`config.mk`:
```
export PLATFORM = sky130hd
export DESIGN_NAME = link_scan_round_sequencer
export DESIGN_NICKNAME = d
export VERILOG_FILES = /design/src/design/lsrs_pkg.sv /design/src/design/link_scan_round_sequencer.sv /design/src/design/lsrs_ctrl.sv /design/src/design/lsrs_dp.sv
export SDC_FILE = /design/constraint.sdc
export NUM_CORES = 1
export LEC_CHECK = 0
export ABC_CLOCK_PERIOD_IN_PS = 9600
export BUFFER_PORTS_ARGS = -buffer_cell sky130_fd_sc_hd__buf_2
export CAP_MARGIN = 20
export CORE_UTILIZATION = 64
export CTS_CLUSTER_DIAMETER = 30
export DETAILED_ROUTE_END_ITERATION = 6
export PLACE_DENSITY = 0.86
export SLEW_MARGIN = 20
export SYNTH_ARGS = -nofsm -noshare
export SYNTH_HDL_FRONTEND = slang
export SYNTH_SLANG_ARGS = --single-unit
export TNS_END_PERCENT = 100
```
`constraint.sdc`:
```
create_clock -name clk -period 9.6 [get_ports clk]
set_input_delay 1.92 -clock clk [delete_from_list [all_inputs] [get_ports clk]]
set_output_delay 1.92 -clock clk [all_outputs]
set_load 0.1 [all_outputs]
```
`src/design/lsrs_pkg.sv`:
```
// Shared types, constants and helpers of the link scan round sequencer.
package lsrs_pkg;

    localparam int NODES   = 16;
    localparam int SEQ_MOD = 1024;

    localparam int NODE_W = 5;
    localparam int SLOT_W = $clog2(NODES);
    localparam int SEQ_W  = $clog2(SEQ_MOD);

    localparam logic [NODE_W-1:0] NODE_INDEX_RESET = 5'd4;

    // configuration port
    localparam int PADDR_W = 3;
    localparam int PDATA_W = 32;
    localparam logic REG_NODE_INDEX = 1'b0;

    // input command codes
    localparam logic CMD_LINK    = 1'b0;
    localparam logic CMD_CONTROL = 1'b1;

    // control message kinds
    localparam logic [1:0] KIND_SCAN    = 2'd0;
    localparam logic [1:0] KIND_CHECK   = 2'd1;
    localparam logic [1:0] KIND_RESTART = 2'd2;

    // result actions
    localparam logic [1:0] ACT_NOTE    = 2'd0;
    localparam logic [1:0] ACT_REPORT  = 2'd1;
    localparam logic [1:0] ACT_RESTART = 2'd2;

    // decoded operation of an input word
    localparam logic [1:0] OP_NONE    = 2'd0;
    localparam logic [1:0] OP_NOTE    = 2'd1;
    localparam logic [1:0] OP_REPORT  = 2'd2;
    localparam logic [1:0] OP_RESTART = 2'd3;

    // result selection for the output register
    localparam logic [1:0] SEL_NOTE    = 2'd0;
    localparam logic [1:0] SEL_FINAL   = 2'd1;
    localparam logic [1:0] SEL_REPORT  = 2'd2;
    localparam logic [1:0] SEL_RESTART = 2'd3;

    typedef struct packed {
        logic               cmd;
        logic               addressed_to_self;
        logic [NODE_W-1:0]  src_node;
        logic signed [7:0]  rssi;
        logic [1:0]         msg_kind;
        logic [9:0]         pkt_id;
    } lsrs_in_t;

    typedef struct packed {
        logic [1:0]         action;
        logic [NODE_W-1:0]  dest_node;
        logic [9:0]         seq_id;
        logic [3:0]         slot;
        logic signed [7:0]  value;
        logic               last;
    } lsrs_out_t;

    typedef struct packed {
        logic       accept;
        logic       cnt_clr;
        logic       cnt_inc;
        logic       load;
        logic [1:0] sel;
    } lsrs_cmd_t;

    typedef struct packed {
        logic [1:0] op;
        logic       skip;
        logic       cnt_last;
        logic       out_free;
    } lsrs_status_t;

    function automatic logic [NODES-1:0] node_bit(input logic [NODE_W-1:0] n);
        logic [NODE_W-1:0] m;
        logic [NODES-1:0]  b;
        m = n - NODE_W'(1);
        b = '0;
        if (n != '0 && n <= NODE_W'(NODES))
        begin
            b[m[SLOT_W-1:0]] = 1'b1;
        end
        return b;
    endfunction

endpackage

```
`src/design/link_scan_round_sequencer.sv`:
```
// Top level of the link scan round sequencer: register port and submodules.
//
//   channel   direction  handshake           payload
//   in        input      in_valid/in_stall   in_word (lsrs_in_t)
//   out       output     out_valid/out_stall out_word (lsrs_out_t)
//   config    input      APB psel/penable    node_index at byte address 0
//
// An input word is taken only while the controller is idle. A report steps a
// slot counter once per node, sending one word per slot; a note round steps it
// likewise and adds a final note. One output register sets the pace. Reset is
// asynchronous and clears the round state, though not the held sequence number
// or the output word. Output stalls hold the counter, except on skipped peers.
module link_scan_round_sequencer (
    input  logic                              clk,
    input  logic                              rst_n,
    input  logic                              in_valid,
    output logic                              in_stall,
    input  lsrs_pkg::lsrs_in_t                in_word,
    output logic                              out_valid,
    input  logic                              out_stall,
    output lsrs_pkg::lsrs_out_t               out_word,
    input  logic                              psel,
    input  logic                              penable,
    input  logic                              pwrite,
    input  logic [lsrs_pkg::PADDR_W-1:0]      paddr,
    input  logic [lsrs_pkg::PDATA_W-1:0]      pwdata,
    output logic [lsrs_pkg::PDATA_W-1:0]      prdata,
    output logic                              pready
);

    logic [lsrs_pkg::NODE_W-1:0] node_index_reg;
    logic                        reg_sel;
    lsrs_pkg::lsrs_cmd_t         cmd;
    lsrs_pkg::lsrs_status_t      st;

    assign pready  = 1'b1;
    assign reg_sel = (paddr[lsrs_pkg::PADDR_W-1:2] == lsrs_pkg::REG_NODE_INDEX);

    always_ff @(posedge clk or negedge rst_n)
    begin
        if (!rst_n)
        begin
            node_index_reg <= lsrs_pkg::NODE_INDEX_RESET;
        end
        else if (psel && penable && pwrite && reg_sel)
        begin
            node_index_reg <= pwdata[lsrs_pkg::NODE_W-1:0];
        end
    end

    always_comb
    begin
        prdata = '0;
        if (reg_sel)
        begin
            prdata[lsrs_pkg::NODE_W-1:0] = node_index_reg;
        end
    end

    lsrs_ctrl u_ctrl (
        .clk      (clk),
        .rst_n    (rst_n),
        .in_valid (in_valid),
        .in_stall (in_stall),
        .st       (st),
        .cmd      (cmd)
    );

    lsrs_dp u_dp (
        .clk        (clk),
        .rst_n      (rst_n),
        .in_word    (in_word),
        .node_index (node_index_reg),
        .cmd        (cmd),
        .st         (st),
        .out_stall  (out_stall),
        .out_valid  (out_valid),
        .out_word   (out_word)
    );

endmodule

```
`src/design/lsrs_ctrl.sv`:
```
// Controller state machine of the link scan round sequencer.
module lsrs_ctrl (
    input  logic                 clk,
    input  logic                 rst_n,
    input  logic                 in_valid,
    output logic                 in_stall,
    input  lsrs_pkg::lsrs_status_t st,
    output lsrs_pkg::lsrs_cmd_t    cmd
);

    localparam logic [2:0] S_IDLE    = 3'd0;
    localparam logic [2:0] S_NOTE    = 3'd1;
    localparam logic [2:0] S_FINAL   = 3'd2;
    localparam logic [2:0] S_REPORT  = 3'd3;
    localparam logic [2:0] S_RESTART = 3'd4;

    logic [2:0] state_reg;
    logic [2:0] state_next;

    assign in_stall = (state_reg != S_IDLE);

    always_comb
    begin
        state_next  = state_reg;
        cmd.accept  = 1'b0;
        cmd.cnt_clr = 1'b0;
        cmd.cnt_inc = 1'b0;
        cmd.load    = 1'b0;
        cmd.sel     = lsrs_pkg::SEL_NOTE;
        unique case (state_reg)
            S_IDLE:
            begin
                if (in_valid)
                begin
                    cmd.accept  = 1'b1;
                    cmd.cnt_clr = 1'b1;
                    unique case (st.op)
                        lsrs_pkg::OP_NOTE:    state_next = S_NOTE;
                        lsrs_pkg::OP_REPORT:  state_next = S_REPORT;
                        lsrs_pkg::OP_RESTART: state_next = S_RESTART;
                        default:              state_next = S_IDLE;
                    endcase
                end
            end
            S_NOTE:
            begin
                // skipped peers advance without waiting on the output side
                if (st.skip || st.out_free)
                begin
                    cmd.cnt_inc = 1'b1;
                    cmd.load    = !st.skip;
                    cmd.sel     = lsrs_pkg::SEL_NOTE;
                    if (st.cnt_last)
                    begin
                        state_next = S_FINAL;
                    end
                end
            end
            S_FINAL:
            begin
                if (st.out_free)
                begin
                    cmd.load   = 1'b1;
                    cmd.sel    = lsrs_pkg::SEL_FINAL;
                    state_next = S_IDLE;
                end
            end
            S_REPORT:
            begin
                if (st.out_free)
                begin
                    cmd.load    = 1'b1;
                    cmd.cnt_inc = 1'b1;
                    cmd.sel     = lsrs_pkg::SEL_REPORT;
                    if (st.cnt_last)
                    begin
                        state_next = S_IDLE;
                    end
                end
            end
            S_RESTART:
            begin
                if (st.out_free)
                begin
                    cmd.load   = 1'b1;
                    cmd.sel    = lsrs_pkg::SEL_RESTART;
                    state_next = S_IDLE;
                end
            end
            default:
            begin
                state_next = S_IDLE;
            end
        endcase
    end

    always_ff @(posedge clk or negedge rst_n)
    begin
        if (!rst_n)
        begin
            state_reg <= S_IDLE;
        end
        else
        begin
            state_reg <= state_next;
        end
    end

`ifndef ASSERT_OFF
    a_load_free: assert property (@(posedge clk) disable iff (!rst_n)
        cmd.load |-> st.out_free)
        else $error("result loaded while output register busy");

    a_note_to_final: assert property (@(posedge clk) disable iff (!rst_n)
        (state_reg == S_NOTE && st.cnt_last && (st.skip || st.out_free))
        |=> state_reg == S_FINAL)
        else $error("note round did not end with its final note");

    a_final_done: assert property (@(posedge clk) disable iff (!rst_n)
        (state_reg == S_FINAL && st.out_free) |=> (state_reg == S_IDLE && !in_stall))
        else $error("sequencer not idle after final note");

    a_accept_idle: assert property (@(posedge clk) disable iff (!rst_n)
        cmd.accept |-> (state_reg == S_IDLE && !cmd.load))
        else $error("word accepted outside idle");
`endif

endmodule

```
`src/design/lsrs_dp.sv`:
```
// Datapath: round state, RSSI slots, sequence counters and output register.
module lsrs_dp (
    input  logic                                clk,
    input  logic                                rst_n,
    input  lsrs_pkg::lsrs_in_t                  in_word,
    input  logic [lsrs_pkg::NODE_W-1:0]         node_index,
    input  lsrs_pkg::lsrs_cmd_t                 cmd,
    output lsrs_pkg::lsrs_status_t              st,
    input  logic                                out_stall,
    output logic                                out_valid,
    output lsrs_pkg::lsrs_out_t                 out_word
);

    localparam int NW = lsrs_pkg::NODE_W;
    localparam int SW = lsrs_pkg::SLOT_W;
    localparam int QW = lsrs_pkg::SEQ_W;

    logic [lsrs_pkg::NODES-1:0] seen_reg;
    logic signed [7:0]          rssi_reg [lsrs_pkg::NODES];
    logic [QW-1:0]              scan_exp_reg;
    logic [QW-1:0]              check_exp_reg;
    logic [QW-1:0]              note_seq_reg;
    logic [QW-1:0]              report_seq_reg;
    logic [QW-1:0]              run_seq_reg;
    logic [SW-1:0]              cnt_reg;
    logic                       out_valid_reg;
    lsrs_pkg::lsrs_out_t        out_word_reg;
    lsrs_pkg::lsrs_out_t        out_word_next;

    logic          idx_ok;
    logic          link_ok;
    logic          link_note;
    logic          ctl_ok;
    logic          scan_ok;
    logic          check_ok;
    logic          restart;
    logic [1:0]    op;
    logic [NW-1:0] src_m1;
    logic [SW-1:0] src_slot;
    logic [NW-1:0] peer;

    // decode the word at the input
    always_comb
    begin
        src_m1   = in_word.src_node - NW'(1);
        src_slot = src_m1[SW-1:0];
        idx_ok   = (node_index != '0) && (node_index <= NW'(lsrs_pkg::NODES));
        link_ok  = in_word.addressed_to_self && (in_word.cmd == lsrs_pkg::CMD_LINK)
                   && idx_ok && (in_word.src_node != '0)
                   && (in_word.src_node <= NW'(lsrs_pkg::NODES))
                   && (in_word.src_node != node_index) && !seen_reg[src_slot];
        link_note = link_ok
                    && (({1'b0, in_word.src_node} + (NW+1)'(1)) == {1'b0, node_index});
        ctl_ok   = in_word.addressed_to_self && (in_word.cmd == lsrs_pkg::CMD_CONTROL)
                   && (in_word.src_node == '0);
        restart  = ctl_ok && (in_word.msg_kind == lsrs_pkg::KIND_RESTART);
        scan_ok  = ctl_ok && idx_ok && (in_word.msg_kind == lsrs_pkg::KIND_SCAN)
                   && (in_word.pkt_id == scan_exp_reg);
        check_ok = ctl_ok && idx_ok && (in_word.msg_kind == lsrs_pkg::KIND_CHECK)
                   && (in_word.pkt_id == check_exp_reg);
        if (restart)
            op = lsrs_pkg::OP_RESTART;
        else if (link_note || scan_ok)
            op = lsrs_pkg::OP_NOTE;
        else if (check_ok)
            op = lsrs_pkg::OP_REPORT;
        else
            op = lsrs_pkg::OP_NONE;
    end

    // peer of the current count; skip self and successor in the note round
    always_comb
    begin
        st.op       = op;
        peer        = {{(NW-SW){1'b0}}, cnt_reg} + NW'(1);
        st.skip     = (peer == node_index)
                      || ({1'b0, peer} == ({1'b0, node_index} + (NW+1)'(1)));
        st.cnt_last = (cnt_reg == SW'(lsrs_pkg::NODES - 1));
        st.out_free = !out_valid_reg || !out_stall;
    end

    always_comb
    begin
        out_word_next = '0;
        case (cmd.sel)
            lsrs_pkg::SEL_NOTE:
            begin
                out_word_next.action    = lsrs_pkg::ACT_NOTE;
                out_word_next.dest_node = peer;
                out_word_next.seq_id    = run_seq_reg;
            end
            lsrs_pkg::SEL_FINAL:
            begin
                out_word_next.action    = lsrs_pkg::ACT_NOTE;
                out_word_next.dest_node = (node_index < NW'(lsrs_pkg::NODES))
                                          ? node_index + NW'(1) : '0;
                out_word_next.seq_id    = run_seq_reg;
                out_word_next.last      = 1'b1;
            end
            lsrs_pkg::SEL_REPORT:
            begin
                out_word_next.action = lsrs_pkg::ACT_REPORT;
                out_word_next.seq_id = run_seq_reg;
                out_word_next.slot   = cnt_reg;
                out_word_next.value  = rssi_reg[cnt_reg];
                out_word_next.last   = st.cnt_last;
            end
            default:
            begin
                out_word_next.action = lsrs_pkg::ACT_RESTART;
                out_word_next.last   = 1'b1;
            end
        endcase
    end

    always_ff @(posedge clk or negedge rst_n)
    begin
        if (!rst_n)
        begin
            seen_reg       <= lsrs_pkg::node_bit(lsrs_pkg::NODE_INDEX_RESET);
            scan_exp_reg   <= '0;
            check_exp_reg  <= '0;
            note_seq_reg   <= '0;
            report_seq_reg <= '0;
            for (int i = 0; i < lsrs_pkg::NODES; i++)
            begin
                rssi_reg[i] <= '0;
            end
        end
        else if (cmd.accept)
        begin
            if (restart)
            begin
                seen_reg       <= lsrs_pkg::node_bit(node_index);
                scan_exp_reg   <= '0;
                check_exp_reg  <= '0;
                note_seq_reg   <= '0;
                report_seq_reg <= '0;
                for (int i = 0; i < lsrs_pkg::NODES; i++)
                begin
                    rssi_reg[i] <= '0;
                end
            end
            else
            begin
                if (link_ok)
                begin
                    rssi_reg[src_slot] <= in_word.rssi;
                    seen_reg[src_slot] <= 1'b1;
                end
                if (link_note || scan_ok)
                begin
                    note_seq_reg <= note_seq_reg + QW'(1);
                end
                if (scan_ok)
                begin
                    scan_exp_reg <= scan_exp_reg + QW'(1);
                end
                if (check_ok)
                begin
                    check_exp_reg  <= check_exp_reg + QW'(1);
                    report_seq_reg <= report_seq_reg + QW'(1);
                    seen_reg       <= lsrs_pkg::node_bit(node_index);
                end
            end
        end
    end

    // hold the sequence number of the round being sent
    always_ff @(posedge clk)
    begin
        if (cmd.accept)
        begin
            run_seq_reg <= check_ok ? report_seq_reg : note_seq_reg;
        end
    end

    always_ff @(posedge clk or negedge rst_n)
    begin
        if (!rst_n)
        begin
            cnt_reg <= '0;
        end
        else if (cmd.cnt_clr)
        begin
            cnt_reg <= '0;
        end
        else if (cmd.cnt_inc)
        begin
            cnt_reg <= cnt_reg + SW'(1);
        end
    end

    always_ff @(posedge clk or negedge rst_n)
    begin
        if (!rst_n)
        begin
            out_valid_reg <= 1'b0;
        end
        else if (cmd.load)
        begin
            out_valid_reg <= 1'b1;
        end
        else if (!out_stall)
        begin
            out_valid_reg <= 1'b0;
        end
    end

    always_ff @(posedge clk)
    begin
        if (cmd.load)
        begin
            out_word_reg <= out_word_next;
        end
    end

    assign out_valid = out_valid_reg;
    assign out_word  = out_word_reg;

endmodule

```
==> flow_summary.json <==
{
  "clkTransAtPathRegs_ps": 50,
  "final_layout_size_suffix_gt1_share_pct": 23.0,
  "overflow": 0,
  "cts_tree": "done",
  "start_util_pct": 65.9,
  "seq_power_share_pct": 32.5,
  "critPathKind": "primary input to flop",
  "num_vias": 9787,
  "nNetsFinal": 1224,
  "critPathMostFrequentCell": "inv_1",
  "viasPerCell": 6.84,
  "seq_area_frac_synth_pct": 49.2,
  "finClkSkew_ps": 29.6,
  "wire_per_inst_um": 22.9,
  "grt_pass1_wl_um": 52500,
  "largest_reg_flops": 128,
  "fillers": 1086,
  "io_pins": 134,
  "ys_top_cells_by_count": "dfrtp_1 (195), a22o_1 (103), nand2_1 (71)",
  "cpPeakStageDelay_ps": 670,
  "setup_viol": 0,
  "drv_slew": 0,
  "syn_area_per_cell_um2": 11.6,
  "hold_slack_ps": 460,
  "netlist_area_um2": 12500,
  "synth_seq_cells": 237,
  "synth_area_leader_cell": "dfrtp_1",
  "antenna_found_initial": 2,
  "crit_chain": "buf_2, inv_1, ha_1, nor3b_2, nand4b_1, or3b_2, o21a_1, inv_1, nand2_1, a31oi_1, a21oi_1",
  "dp_hpwl_um": 19600,
  "synth.distinct_cells": 72,
  "setup_tns_ps": 0,
  "cp-end-kind": "flop",
  "fp.dieW_um": 142,
  "grtUsageTotal_pct": 34.2,
  "rsz0062_at_grt": "false",
  "arrival_ps": 5570,
  "drtPass1Iterations": 6,
  "final_util_pct": 76.3,
  "yosysMostFrequentCell": "dfrtp_1",
  "grt_max_degree": 126,
  "r2r_setup_slack_ps": 5200,
  "synth_top_flop_cell": "dfrtp_1",
  "cts_buffer_depth": 3,
  "period_needed_ps": 5200,
  "fmax_mhz": 192,
  "port_buffers": 76,
  "power_density_nw_per_um2": 255,
  "layout.area.seq_um2": 6130,
  "drc": 0,
  "grt_pass1_vias": 9584,
  "yosys-top-cells-area": "dfrtp_1 (39%), edfxtp_1 (9.6%), mux4_2 (8.0%), a22o_1 (7.2%), xnor2_1 (2.5%)",
  "p_int_mw": 2.39,
  "die_area_um2": 20000,
  "crit_path_max_fanout": 19,
  "cts_hold_buf": 0,
  "final.period_utilization_pct": 54.2,
  "relSlewSlack_pct": 37.5,
  "leakage_nw": 6.16,
  "comb_power_share_pct": 24.0,
  "critPathLaunchType": "primary input",
  "numCtsBuffers": 42,
  "ctsHtreeMaxLevel": 2,
  "final_antenna_net_count": 0,
  "max_cap_viol_count": 0,
  "drt-total-wl_um": 32800,
  "post-cts-setup-buffers": 0,
  "drt_iter0_markers": 1227,
  "hold_class": "flop to flop",
  "root_buffer": "clkbuf_16",
  "place_congestion": 0.906,
  "core_um2": 18900,
  "status": "completed",
  "ys_async_sr_fraction_pct": 83.1,
  "synthDominantCellAreaShare_pct": 39.2,
  "clkSinkCount": 237,
  "cpMaxStageDelayCell": "or3b_2",
  "cp.required_ps": 9970,
  "switching_share_pct": 34.9,
  "ctsResizeCount": 0,
  "synthToLayoutAreaGrowth_pct": 15.8,
  "multi_input_area_um2": 5780,
  "synth_edf_count": 40,
  "die_h_um": 142,
  "syn_inst": 1070,
  "yosysWarnings": 0,
  "pwr-share-clk_pct": 43.5,
  "p_switching_mw": 1.28,
  "hold_viol_final": 0,
  "worstSkewPairLatency_ps": 540,
  "worst_slew_pin_slew_ps": 930,
  "peakVddDrop_mv": 0.135,
  "row_count": 50
}
## path summary, 6_finish.rpt
kind	from	end	cells after the start
worst max-delay path	in_word[20]	u_dp.seen_reg[13]	11
worst min-delay path	u_dp.seen_reg[3]	u_dp.seen_reg[3]	2
worst max register to register	node_index_reg[0]	u_dp.seen_reg[13]	10
worst min register to register	u_dp.seen_reg[3]	u_dp.seen_reg[3]	2
max in group asynchronous	rst_n	u_dp.rssi_reg[28]	3
min in group asynchronous	rst_n	u_dp.note_seq_reg[5]	1
## worst max-delay path, delay by kind of cell
| family | cells | cell delay [ps] |
|---|---|---|
| simple gates | 4 | 1740 |
| compound gates | 3 | 770 |
| buf+inv | 3 | 850 |
| fa+ha+maj | 1 | 280 |
## cell usage in the layout (no fill, tap or decap), types with 8 or more instances in the layout
cell / instances
a21oi_1: 36
a22o_1: 103
a32o_1: 9
and2_1: 27
buf_2: 75
buf_4: 11
clkbuf_16: 44
conb_1: 28
dfrtp_1: 194
edfxtp_1: 40
ha_1: 19
inv_1: 35
mux2_2: 15
mux4_2: 44
nand2_1: 70
nand3_1: 28
nand4_1: 13
nor2_1: 57
nor3_1: 25
nor4_1: 12
nor4_2: 8
o21a_1: 8
o21ai_0: 32
o21ai_1: 10
o22ai_1: 9
o2bb2ai_1: 12
or3_1: 11
xnor2_1: 36
xor2_1: 24
## per-layer routing
metal	global-route usage [%]	share of wire [%]	vias up	wire, um
met3	8.61	11	145	3620
li1	-	-	4095	-
met5	0	0	-	0
met4	13.4	3.6	0	1180
met1	45.1	37	4803	12300
met2	54.9	48	744	15800
## cells by family after synthesis
| family | Yosys count | share of synthesized area, % |
|---|---|---|
| flip-flops | 237 | 49.2 |
| other | 2 | 0.0603 |
| buffers and inverters | 128 | 5.22 |
| adder cells (fa/ha/maj) | 19 | 1.91 |
| AND/OR/NAND/NOR | 301 | 13.8 |
| multiplexers | 63 | 9.63 |
| XOR/XNOR | 62 | 4.54 |
| AO/OA/AOI/OAI | 258 | 15.6 |
## power by group through the flow
stage | registers [mW] | clock network, mW | logic, mW
3_3_place_gp | 1.20 | 0 | 0.853
3_5_place_dp | 1.20 | 0 | 0.864
2_1_floorplan | 1.46 | 0 | 0.466
4_1_cts | 1.19 | 1.61 | 0.874
5_1_grt | 1.20 | 1.65 | 0.927
6_report | 1.19 | 1.60 | 0.884
## cell type report
type | count | share of cell area, %
clock buffers | 46 | 7.83
inverters | 36 | 0.937
multi-input cells | 731 | 40.1
flip-flops and latches | 237 | 42.5
diodes | 1 | 0.0174
clock inverters | 32 | 2.85
well taps | 260 | 2.26
repair buffers | 88 | 3.46
## through the flow
stage          setup WS (ps)  instances  area, um2  total power [mW]
3_5_place_dp            4070       1351      12800              2.07
5_1_grt                 4290       1431      14400              3.78
2_1_floorplan           4420       1096      12600              1.92
6_report                4400       1431      14400              3.67
3_3_place_gp            4210       1351      12800              2.05
4_1_cts                 4570       1429      14400              3.67
Power figures use the tool's default switching activity.
